## src/hw/rtl/brbuf_pkg.sv

```systemverilog
// shared types and codes for the byte ring buffer
// no dependencies; used by brbuf_ctrl, brbuf_dp and the top level

package brbuf_pkg;

  // operation codes
  localparam logic [1:0] OP_PUT     = 2'd0;
  localparam logic [1:0] OP_PEEK    = 2'd1;
  localparam logic [1:0] OP_CONSUME = 2'd2;
  localparam logic [1:0] OP_CLEAR   = 2'd3;

  // saturation value of the reported level
  localparam logic [7:0] LEVEL_MAX = 8'd255;

  typedef struct packed {
    logic [1:0] operation;
    logic [7:0] data_byte;
    logic [7:0] peek_offset;
    logic [7:0] consume_count;
  } in_item_t;

  typedef struct packed {
    logic [7:0] read_byte;
    logic       accepted;
    logic [7:0] amount_consumed;
    logic [7:0] fill_level;
  } out_item_t;

  // commands from the controller to the datapath
  typedef struct packed {
    logic put;
    logic peek;
    logic consume;
    logic clear;
    logic out_now;
    logic out_peek;
  } cmd_t;

endpackage

```

## src/hw/rtl/brbuf_ctrl.sv

```systemverilog
// controller for the byte ring buffer: handshakes, peek sequencing, result valid
// depends on brbuf_pkg

module brbuf_ctrl (
  input  logic              clk_i,
  input  logic              rst_ni,
  input  logic              in_valid_i,
  input  logic [1:0]        op_i,
  input  logic              out_stall_i,
  output logic              in_stall_o,
  output logic              out_valid_o,
  output brbuf_pkg::cmd_t   cmd_o
);

  localparam logic ST_IDLE = 1'b0;
  localparam logic ST_PEEK = 1'b1;

  logic state_q, state_d;
  logic out_valid_q, out_valid_d;
  logic out_free;
  logic accept;

  // output register is free when empty or being drained this cycle
  assign out_free   = !out_valid_q || !out_stall_i;
  assign in_stall_o = (state_q != ST_IDLE) || !out_free;
  assign accept     = in_valid_i && !in_stall_o;

  always_comb begin
    cmd_o          = '0;
    cmd_o.put      = accept && (op_i == brbuf_pkg::OP_PUT);
    cmd_o.peek     = accept && (op_i == brbuf_pkg::OP_PEEK);
    cmd_o.consume  = accept && (op_i == brbuf_pkg::OP_CONSUME);
    cmd_o.clear    = accept && (op_i == brbuf_pkg::OP_CLEAR);
    cmd_o.out_now  = accept && (op_i != brbuf_pkg::OP_PEEK);
    cmd_o.out_peek = (state_q == ST_PEEK);
  end

  always_comb begin
    state_d = state_q;
    case (state_q)
      ST_IDLE: begin
        if (cmd_o.peek) begin
          state_d = ST_PEEK;
        end
      end
      ST_PEEK: begin
        state_d = ST_IDLE;
      end
      default: begin
        state_d = ST_IDLE;
      end
    endcase
  end

  always_comb begin
    out_valid_d = out_valid_q;
    if (cmd_o.out_now || cmd_o.out_peek) begin
      out_valid_d = 1'b1;
    end else if (!out_stall_i) begin
      out_valid_d = 1'b0;
    end
  end

  always_ff @(posedge clk_i or negedge rst_ni) begin
    if (!rst_ni) begin
      state_q     <= ST_IDLE;
      out_valid_q <= 1'b0;
    end else begin
      state_q     <= state_d;
      out_valid_q <= out_valid_d;
    end
  end

  assign out_valid_o = out_valid_q;

  // peek read data returns in the cycle after the read is issued
  a_peek_one_cycle: assert property (@(posedge clk_i) disable iff (!rst_ni)
    state_q == ST_PEEK |=> state_q == ST_IDLE)
    else $error("peek wait state held more than one cycle");

  // a peek is only started when the output register will be empty
  a_peek_out_empty: assert property (@(posedge clk_i) disable iff (!rst_ni)
    state_q == ST_PEEK |-> !out_valid_q)
    else $error("pending result present while peek completes");

  // a new result never overwrites one still waiting for transfer
  a_no_overwrite: assert property (@(posedge clk_i) disable iff (!rst_ni)
    (cmd_o.out_now || cmd_o.out_peek) |-> (!out_valid_q || !out_stall_i))
    else $error("result register overwritten while stalled");

endmodule

```

## src/hw/rtl/brbuf_dp.sv

```systemverilog
// datapath for the byte ring buffer: byte store, pointers, fill and result register
// depends on brbuf_pkg

module brbuf_dp #(
  parameter int unsigned DEPTH = 256
) (
  input  logic                  clk_i,
  input  logic                  rst_ni,
  input  brbuf_pkg::cmd_t       cmd_i,
  input  brbuf_pkg::in_item_t   in_data_i,
  output brbuf_pkg::out_item_t  out_data_o
);

  localparam int unsigned AW = $clog2(DEPTH);
  localparam int unsigned CW = $clog2(DEPTH + 1);
  localparam int unsigned WW = (AW > 8) ? AW : 8;

  logic [7:0]    mem [DEPTH];
  logic [AW-1:0] rp_q, rp_d;
  logic [AW-1:0] wp_q, wp_d;
  logic [AW-1:0] fill_q, fill_d;
  // slots below this count were written since the last clear; the rest read as zero
  logic [CW-1:0] hw_q, hw_d;
  logic [7:0]    rd_q;
  logic [AW-1:0] slot_q;
  logic          peek_ok_q;
  brbuf_pkg::out_item_t out_q;

  logic [AW-1:0] off_mod [256];
  logic [AW:0]   slot_sum;
  logic [AW-1:0] slot;
  logic          room;
  logic [WW-1:0] fill_w;
  logic [WW-1:0] count_w;
  logic [WW-1:0] n_w;
  logic [AW-1:0] n_a;
  logic [AW:0]   rp_sum;
  logic [AW-1:0] rp_adv;
  logic [AW-1:0] wp_inc;
  logic          peek_ok;
  logic [7:0]    level;

  // offset reduced modulo the depth, fixed at elaboration
  for (genvar g = 0; g < 256; g++) begin : g_off_mod
    localparam int unsigned OFF = g % DEPTH;
    assign off_mod[g] = AW'(OFF);
  end

  always_comb begin
    slot_sum = {1'b0, rp_q} + {1'b0, off_mod[in_data_i.peek_offset]};
    slot     = (slot_sum >= (AW+1)'(DEPTH)) ? AW'(slot_sum - (AW+1)'(DEPTH)) : slot_sum[AW-1:0];

    fill_w  = WW'(fill_q);
    count_w = WW'(in_data_i.consume_count);
    peek_ok = WW'(in_data_i.peek_offset) < fill_w;
    n_w     = (count_w < fill_w) ? count_w : fill_w;
    n_a     = AW'(n_w);

    rp_sum = {1'b0, rp_q} + {1'b0, n_a};
    rp_adv = (rp_sum >= (AW+1)'(DEPTH)) ? AW'(rp_sum - (AW+1)'(DEPTH)) : rp_sum[AW-1:0];

    room   = fill_q != AW'(DEPTH - 1);
    wp_inc = (wp_q == AW'(DEPTH - 1)) ? '0 : wp_q + AW'(1);

    rp_d   = rp_q;
    wp_d   = wp_q;
    fill_d = fill_q;
    hw_d   = hw_q;
    if (cmd_i.put && room) begin
      wp_d   = wp_inc;
      fill_d = fill_q + AW'(1);
      if (CW'(wp_q) == hw_q) begin
        hw_d = hw_q + CW'(1);
      end
    end
    if (cmd_i.consume) begin
      rp_d   = rp_adv;
      fill_d = fill_q - n_a;
    end
    if (cmd_i.clear) begin
      rp_d   = '0;
      wp_d   = '0;
      fill_d = '0;
      hw_d   = '0;
    end

    level = (WW'(fill_d) >= WW'(brbuf_pkg::LEVEL_MAX)) ? brbuf_pkg::LEVEL_MAX : 8'(fill_d);
  end

  always_ff @(posedge clk_i or negedge rst_ni) begin
    if (!rst_ni) begin
      rp_q   <= '0;
      wp_q   <= '0;
      fill_q <= '0;
      hw_q   <= '0;
    end else begin
      rp_q   <= rp_d;
      wp_q   <= wp_d;
      fill_q <= fill_d;
      hw_q   <= hw_d;
    end
  end

  always_ff @(posedge clk_i) begin
    if (cmd_i.put && room) begin
      mem[wp_q] <= in_data_i.data_byte;
    end
    if (cmd_i.peek) begin
      rd_q <= mem[slot];
    end
  end

  always_ff @(posedge clk_i) begin
    if (cmd_i.peek) begin
      slot_q    <= slot;
      peek_ok_q <= peek_ok;
    end
    if (cmd_i.out_now) begin
      out_q.read_byte       <= '0;
      out_q.accepted        <= cmd_i.put && room;
      out_q.amount_consumed <= cmd_i.consume ? 8'(n_w) : 8'd0;
      out_q.fill_level      <= level;
    end else if (cmd_i.out_peek) begin
      out_q.read_byte       <= (CW'(slot_q) < hw_q) ? rd_q : 8'd0;
      out_q.accepted        <= peek_ok_q;
      out_q.amount_consumed <= '0;
      out_q.fill_level      <= level;
    end
  end

  assign out_data_o = out_q;

  a_hw_bound: assert property (@(posedge clk_i) disable iff (!rst_ni)
    hw_q <= CW'(DEPTH))
    else $error("written-slot count beyond depth");

  // fill level agrees with the distance between the pointers
  a_fill_ptrs: assert property (@(posedge clk_i) disable iff (!rst_ni)
    (wp_q >= rp_q) ? (fill_q == wp_q - rp_q)
                   : (int'(fill_q) + int'(rp_q) == int'(wp_q) + int'(DEPTH)))
    else $error("fill level out of step with pointers");

  // every held byte sits in a slot written since the last clear
  a_held_written: assert property (@(posedge clk_i) disable iff (!rst_ni)
    CW'(fill_q) <= hw_q)
    else $error("held data in unwritten slots");

endmodule

```

## src/hw/rtl/byte_ring_buffer_peek_consume_top.sv

```systemverilog
// channel   | dir | handshake               | payload
// input     | in  | in_valid_i / in_stall_o  | in_data_i  (brbuf_pkg::in_item_t)
// result    | out | out_valid_o / out_stall_i| out_data_o (brbuf_pkg::out_item_t)
//
// put, consume and clear are answered from the accepted item; a peek adds the
// registered read port of the byte store and a wait state. one result per item,
// held in an output register that takes a new item while empty or draining, so
// a stalled result blocks new items only once the register is full. reset
// leaves the buffer empty, every slot reading zero at once; no clearing pass.
// depends on brbuf_pkg, brbuf_ctrl, brbuf_dp

module byte_ring_buffer_peek_consume_top #(
  parameter int unsigned DEPTH = 256
) (
  input  logic                  clk_i,
  input  logic                  rst_ni,
  input  logic                  in_valid_i,
  output logic                  in_stall_o,
  input  brbuf_pkg::in_item_t   in_data_i,
  output logic                  out_valid_o,
  input  logic                  out_stall_i,
  output brbuf_pkg::out_item_t  out_data_o
);

  brbuf_pkg::cmd_t cmd;

  brbuf_ctrl u_ctrl (
    .clk_i       (clk_i),
    .rst_ni      (rst_ni),
    .in_valid_i  (in_valid_i),
    .op_i        (in_data_i.operation),
    .out_stall_i (out_stall_i),
    .in_stall_o  (in_stall_o),
    .out_valid_o (out_valid_o),
    .cmd_o       (cmd)
  );

  brbuf_dp #(
    .DEPTH (DEPTH)
  ) u_dp (
    .clk_i      (clk_i),
    .rst_ni     (rst_ni),
    .cmd_i      (cmd),
    .in_data_i  (in_data_i),
    .out_data_o (out_data_o)
  );

endmodule

```

## config.mk

```make
export PLATFORM = sky130hd
export DESIGN_NAME = byte_ring_buffer_peek_consume_top
export DESIGN_NICKNAME = d
export VERILOG_FILES = /design/src/hw/rtl/brbuf_pkg.sv /design/src/hw/rtl/brbuf_ctrl.sv /design/src/hw/rtl/brbuf_dp.sv /design/src/hw/rtl/byte_ring_buffer_peek_consume_top.sv
export SDC_FILE = /design/constraint.sdc
export NUM_CORES = 2
export LEC_CHECK = 0
export BUFFER_PORTS_ARGS = -buffer_cell sky130_fd_sc_hd__buf_4
export CAP_MARGIN = 20
export CORE_MARGIN = 3
export CORE_UTILIZATION = 46
export DETAILED_ROUTE_END_ITERATION = 8
export PLACE_DENSITY_LB_ADDON = 0.25
export SLEW_MARGIN = 5
export SYNTH_ARGS = -nofsm -noshare
export SYNTH_HDL_FRONTEND = slang
export SYNTH_SLANG_ARGS = --single-unit
```

## constraint.sdc

```tcl
create_clock -name clk_i -period 9.1 [get_ports clk_i]
set_clock_uncertainty 0.05 [all_clocks]
set_input_delay 0.91 -clock clk_i [delete_from_list [all_inputs] [get_ports clk_i]]
set_output_delay 0.91 -clock clk_i [all_outputs]
set_load 0.05 [all_outputs]
```

# == Word level (Yosys, flattened, before mapping) ==
# Memories as Yosys holds them, arrays and structs flattened. A register that Yosys moved wholly into a read port is not among the register bits.
# Index checks and enable logic that the tools add are counted.
# Widths: inputs -> output; s select.
# op_classes
n_addsub,8
magnitude_cmp,7
n_eq_ne,8
n_mux,27
bitwise_logic,2
reduce_logical,20
# ops
cell,count
$mux 8,16
$mux 17,2
$ge 9x9->1 const B,3
$mux 9,3
$add 8x8->9,2
$add 8x1->8 const B,2
$lt 8x8->1,2
$sub 8x1->8 const B,2
$add 9x1->9 const B,1
$eq 8x9->1,1
$lt 8x9->1,1
$not 8->9,1
$eq 8x8->1 const B,1
$ge 8x8->1 const B,1
$ne 8x8->1 const B,1
$reduce_bool 2->1,4
$sub 8x8->8,1
$logic_and 1x1->1,7
$mux 1,5
$eq 2x2->1 const B,2
$logic_not 1->1,4
$ne 2x1->1 const B,2
$logic_or 1x1->1,3
$eq 2x1->1 const B,1
4 further kinds,4
# word_totals
ff_bits,69
ramBits,2048
mem_bits_ro,2048
input_bits,30
output_inout_bits,27
word_cells,86
memories,2
# mem_list
name,words,word_bits,read_ports,rd_clocked_by_memory_dff,wr,line_no,source
(name not given),256,8,1,0,0,brbuf_dp.sv:50,"slot_sum = {1'b0, rp_q} + {1'b0, off_mod[in_data_i.peek_offset]};"
u_dp.mem,256,8,1,1,1,brbuf_dp.sv:18,logic [7:0] mem [DEPTH];

# == Logic depth before layout (Yosys ltp) ==
# logic_depth
word_depth,15
mapped_depth,21
mapped_depth_nobuf,18

# == By module ==
# Synthesis repeated with hierarchy kept, for this count alone.
# hier_totals
hier_cells,4179
hier_area_um2,84136.9
# modules_own_cells
module,n_inst,cells_per_inst,area_each_um2,seq_area_each_um2
brbuf_dp,1,4164,83975.5,63505.9
brbuf_ctrl,1,15,161.4,50.0

# == Least setup slack after synthesis ==
# OpenSTA, ideal clock, no wires.
# synth_path
path_kind,input to register
startpoint,input in_data_i[1] in the netlist's numbering
endpoint,register u_dp.rp_q[7]
setup_ps,104
arrival_time_ps,4701
required_ps,8946
path_slack_ps,4245
path_stages,18
path_buffers,2
path_cell_list,ha_1 or3_1 a211o_1 a21oi_1 buf_2 clkbuf_1 o21ai_0 ha_1 or2_2 nand2_1 a211oi_1 a311oi_4 o2111ai_2 maj3_2 a21oi_2 xor2_1 nand4_1 o311ai_1
# synth_via
elab_chain_cells,7
# synth_rtl
element,line_no,source
from (decl),byte_ring_buffer_peek_consume_top.sv:19,"input brbuf_pkg::in_item_t in_data_i,"
$lt 8x8->1 (*),brbuf_dp.sv:56,n_w = (count_w < fill_w) ? count_w : fill_w;
$mux 8 (*),brbuf_dp.sv:56,
named net u_dp.n_a[0],brbuf_dp.sv:36,logic [AW-1:0] n_a;
$add 8x8->9 (*),brbuf_dp.sv:59,"rp_sum = {1'b0, rp_q} + {1'b0, n_a};"
$sub 8x1->8 or $ge 9x9->1 (tied branches),brbuf_dp.sv:60,rp_adv = (rp_sum >= (AW+1)'(DEPTH)) ? AW'(rp_sum - (AW+1)'(DEPTH)) : rp_sum[AW-1:0];
$mux 8 (*),brbuf_dp.sv:60,
$mux 8 (*),brbuf_dp.sv:76,if (cmd_i.consume) begin
$mux 8 (*),brbuf_dp.sv:80,if (cmd_i.clear) begin
to (signal assigned),brbuf_dp.sv:97,rp_q <= rp_d;
to (decl),brbuf_dp.sv:19,"logic [AW-1:0] rp_q, rp_d;"
# Mark *: on every way through the listed nets, which the timed path passes. The rest lies on a longest branch. The select of a mux whose other input is x is not followed.
# A chain may end at the register's enable or synchronous reset.

# == Worst setup path in the final report ==
# layout_path
startpoint,register u_dp.rp_q[0]
endpoint,"register u_dp.rd_q[3], read port of u_dp.mem (data pin)"
# layout_via
elab_chain_cells,3
# layout_rtl
element,line_no,source
$add 8x8->9 (*),brbuf_dp.sv:50,
$sub 8x1->8 or $ge 9x9->1 (tied branches),brbuf_dp.sv:51,slot = (slot_sum >= (AW+1)'(DEPTH)) ? AW'(slot_sum - (AW+1)'(DEPTH)) : slot_sum[AW-1:0];
$mux 8 (*),brbuf_dp.sv:51,
named net u_dp.slot[1],brbuf_dp.sv:31,logic [AW-1:0] slot;
to (decl),brbuf_dp.sv:24,logic [7:0] rd_q;
# Mark *: on every way through the listed nets, which the timed path passes. The rest lies on a longest branch.

==> results.md <==
Die:
- The die is 433 um wide.
- The core region area is 180000 um2.
- The initial utilization of the core area, before any placement, comes to 0.466.
- The number of ports placed on the die boundary is 57.
- The die covers 187000 um2.
- The die is about 430 um tall.
- The number of rows in the core area is 155.

Place:
- Counting tap cells, the placed design contains a total of a little over 6000 instances.
- Buffers placed on the I/O ports in this run total 56.
- The half-perimeter wire length after placement is 116000 um.
- The global placement routability congestion is 0.814.
- In this run the cell area measured after placement is 87000 um2.

Power and ir drop:
- The total power density per cell area is 295 nW/um2.
- The total leakage power is 0.0289 uW.
- After layout, the design draws a total of ~28000 uW.
- IR analysis of the VDD net gives a maximum drop of 316 uV.

Finish:
- The multi-input combinational cells in the finished layout cover a total of 19300 um2.
- The top cell types in the final layout, fill and taps aside, are sky130_fd_sc_hd__edfxtp_1, sky130_fd_sc_hd__mux4_2, sky130_fd_sc_hd__nor2_1.
- The total of fill cells in the finished design is ~14000.
- The total number of nets in the final design is between 4000 and 5000.
- The area used by sequential logic in the layout is 63600 um2.
- The share of post-route cells with drive strength above 1 is 0.257.
- The most common library cell in the layout ignoring fill and taps is sky130_fd_sc_hd__edfxtp_1.
- Compared with the post-synthesis result, the final layout area differs by 11.6%.
- The finished cells cover 93500 um2.
- The number of cells in the finished layout apart from fillers is 6499.

Logic synthesis:
- The fraction of registers with async set/reset is 0.0165.
- The sequential share of the synthesized area is 0.759.
- After synthesis, the mean cell area works out to 21.7 um2.
- For this run, the leading register cell type out of synthesis is sky130_fd_sc_hd__edfxtp_1.
- The total standard cell area after synthesis is 83700 um2.
- The synthesized design contains 2082 enable-type register cells.
- The number of nets produced by synthesis is 3933.
- The synthesized design contains 2125 register bits.
- Yosys mapped the design onto 58 distinct sky130hd cell types.
- The Yosys step of the flow raised 0 warnings.
- The gate count after technology mapping is 3858.

Clock network:
- The source-to-sink clock delay at the later pin of the worst-skew pair is 0.85 ns.
- The CTS tree is yes.
- Clock tree synthesis selected as its root buffer the cell sky130_fd_sc_hd__clkbuf_16.
- The maximum clock insertion buffer count is 3.
- After clock tree synthesis, the setup repair step added 0 buffers.
- In this run the number of H-tree levels came out at 4.
- The clock-pin slew on the worst setup and hold paths is 0.06 ns.
- The sink count of the clock tree is ~2100.
- In this run, CTS created clock tree buffers numbering ~210.

Setup path:
- The critical path goes through ha_4 -> fa_4 -> buf_12 -> buf_4 -> mux4_2 -> mux4_2 -> nand2_1 -> a311oi_1 -> a21oi_1 -> mux2i_1.
- For the worst setup path, the data arrival time is 6.02 ns.
- The setup path with the least slack is of type flip-flop to flip-flop.
- The cell with the most instances on the worst path is sky130_fd_sc_hd__mux4_2.
- The delay of the slowest critical-path stage is ~1.2 ns.
- Data on the critical path is required at its endpoint by 9.72 ns.
- The worst setup path is captured at a flip-flop.
- Along the worst path, the maximum fanout reaches 96.
- The slowest stage of the critical path belongs to the cell sky130_fd_sc_hd__fa_4.
- Setup slack on the worst reg-to-reg path comes out at 3.70 ns.
- Together, buffers and inverters on the worst path number 2.
- In this design, the largest share of critical-path delay is due to adder cells.
- STA classifies the critical path startpoint as a flip-flop.

Hold path:
- The tightest min-delay check is of the primary input to flip-flop type.

STA:
- The number of slew-limit violations in the final report is 0.
- The number of endpoints failing setup at the final stage is 0.
- The peak clock frequency supported by timing is 0.185 GHz.
- The post-route clock period utilization is 0.593.
- The post-route worst hold slack is 0.231 ns.
- Headroom to the max-slew limit came out at 0.149.
- The smallest clock period supported by the final layout is computed as 5.40 ns.
- The total count of hold-check failures in the final report was 0.
- The worst-margin pin slew is between 1 and 1.5 ns.
- The final setup TNS is 0 ns.
- Setup repair after global routing left no endpoint under its margin.

Routing:
- Dividing the detail-routed via count by the number of cells gives a little over 6.
- The remaining antenna violation count after routing is 0.
- The routed layout has 39600 vias.
- The remaining routing DRC violations is 0.
- The final layout contains routed wiring with a total length of about 200000 um.
- The average wire per standard cell is 31.3 um.
- After the first detailed-routing iteration, the DRC count stood at 4805.
- The number of detailed-route iterations in the first pass is 7.

Flow run:
- The count of maximum capacitance violations is 0.

Global route:
- The first global-routing pass estimated around 300000 um of wire.
- For this run the aggregate overflow at the end of global routing stands at 0.
- Entering global routing, the biggest net connects 178 pins.
- The global router's overall resource usage is 0.221.
- The number of global-route vias before repair was between 30000 and 40000.
- The number of antenna violations at the first check in global routing was 10.

Run status:
- The run finished with clean final reports.
-- path summary, 6_finish.rpt --
| kind | start | to | cells past startpoint |
|---|---|---|---|
| max | u_dp.rp_q[0] | u_dp.rd_q[3] | 10 |
| min | out_stall_i | u_ctrl.out_valid_o | 3 |
| max reg2reg | u_dp.rp_q[0] | u_dp.rd_q[3] | 10 |
| min reg2reg | u_dp.out_data_o[21] | u_dp.out_data_o[21] | 1 |
| max in group asynchronous | rst_ni | u_dp.rp_q[0] | 2 |
| min in group asynchronous | rst_ni | u_ctrl.out_valid_o | 2 |
-- timing repair --
action	4_1_cts	5_1_grt
hold endpoints to repair	35	0
hold buffers	1	0
gates resized for setup	0	0
-- power breakdown --
group	internal [uW]	switching, uW
Clock	4580	3590
Sequential	10900	119
Combinational	3680	4780
-- layer usage --
metal  global-route usage  vias to the layer above  share of wire
met5                    0                        -              0
met4               0.0642                        0          0.027
met3               0.0438                      286          0.078
met2                0.343                     1578           0.48
met1                0.322                    21400           0.42
li1                     -                    16300              -
-- final cells by class --
class	count	area share
Timing Repair Buffer	127	0.0124
Tap cell	2355	0.0315
Clock inverter	101	0.00861
Sequential cell	2125	0.680
Multi-Input combinational cell	1478	0.206
Clock buffer	278	0.0598
Antenna cell	2	0.0000535
Inverter	33	0.00133
-- synth_stat cells, drive strengths merged, types with 10 or more instances --
cell	instances	area, um2
xor2	18	158
dfrtp	35	876
a211oi	34	255
nor2b	10	62.6
nand3	28	140
nand2	118	443
mux2i	13	130
mux4	640	14400
nor2	299	1120
clkbuf	139	522
ha	44	551
o21ai	30	150
a21o	12	90.1
buf	83	403
xnor2	28	245
a311oi	17	166
inv	33	124
a31oi	17	106
edfxtp	2082	62500
a21oi	48	244
and2	40	250
-- logic make-up after synthesis --
logic type               share of synthesized area
AO/OA/AOI/OAI                               0.0164
XOR/XNOR                                   0.00481
adder cells (fa/ha/maj)                    0.00707
buffers and inverters                       0.0125
flip-flops                                   0.759
multiplexers                                 0.174
AND/OR/NAND/NOR                             0.0267
-- worst reg2reg max path, cell delays in order, from the launching register on --
cell and delay, ns:
sky130_fd_sc_hd__dfrtp_1 0.44, sky130_fd_sc_hd__ha_4 0.19, sky130_fd_sc_hd__fa_4 1.22, sky130_fd_sc_hd__buf_12 0.58
sky130_fd_sc_hd__buf_4 0.57, sky130_fd_sc_hd__mux4_2 0.28, sky130_fd_sc_hd__mux4_2 0.26, sky130_fd_sc_hd__nand2_1 0.10
sky130_fd_sc_hd__a311oi_1 1.04, sky130_fd_sc_hd__a21oi_1 0.30, sky130_fd_sc_hd__mux2i_1 0.23
-- per-stage QoR --
step	setup slack [ns]	utilization
after detailed placement	3.24	0.484
final	3.70	0.520
after CTS	3.82	0.520
after floorplan	4.24	-
after global placement	3.24	0.484
after global routing	3.50	0.520
-- state kept, by name (all words and copies together) (netlist names), 8 cells and up --
register	count
u_dp.mem	2048
u_dp.out_data_o	25
u_dp.hw_q	9
u_dp.fill_q	8
u_dp.rd_q	8
u_dp.rp_q	8
u_dp.slot_q	8
u_dp.wp_q	8
(Power assumes the default switching activity.)
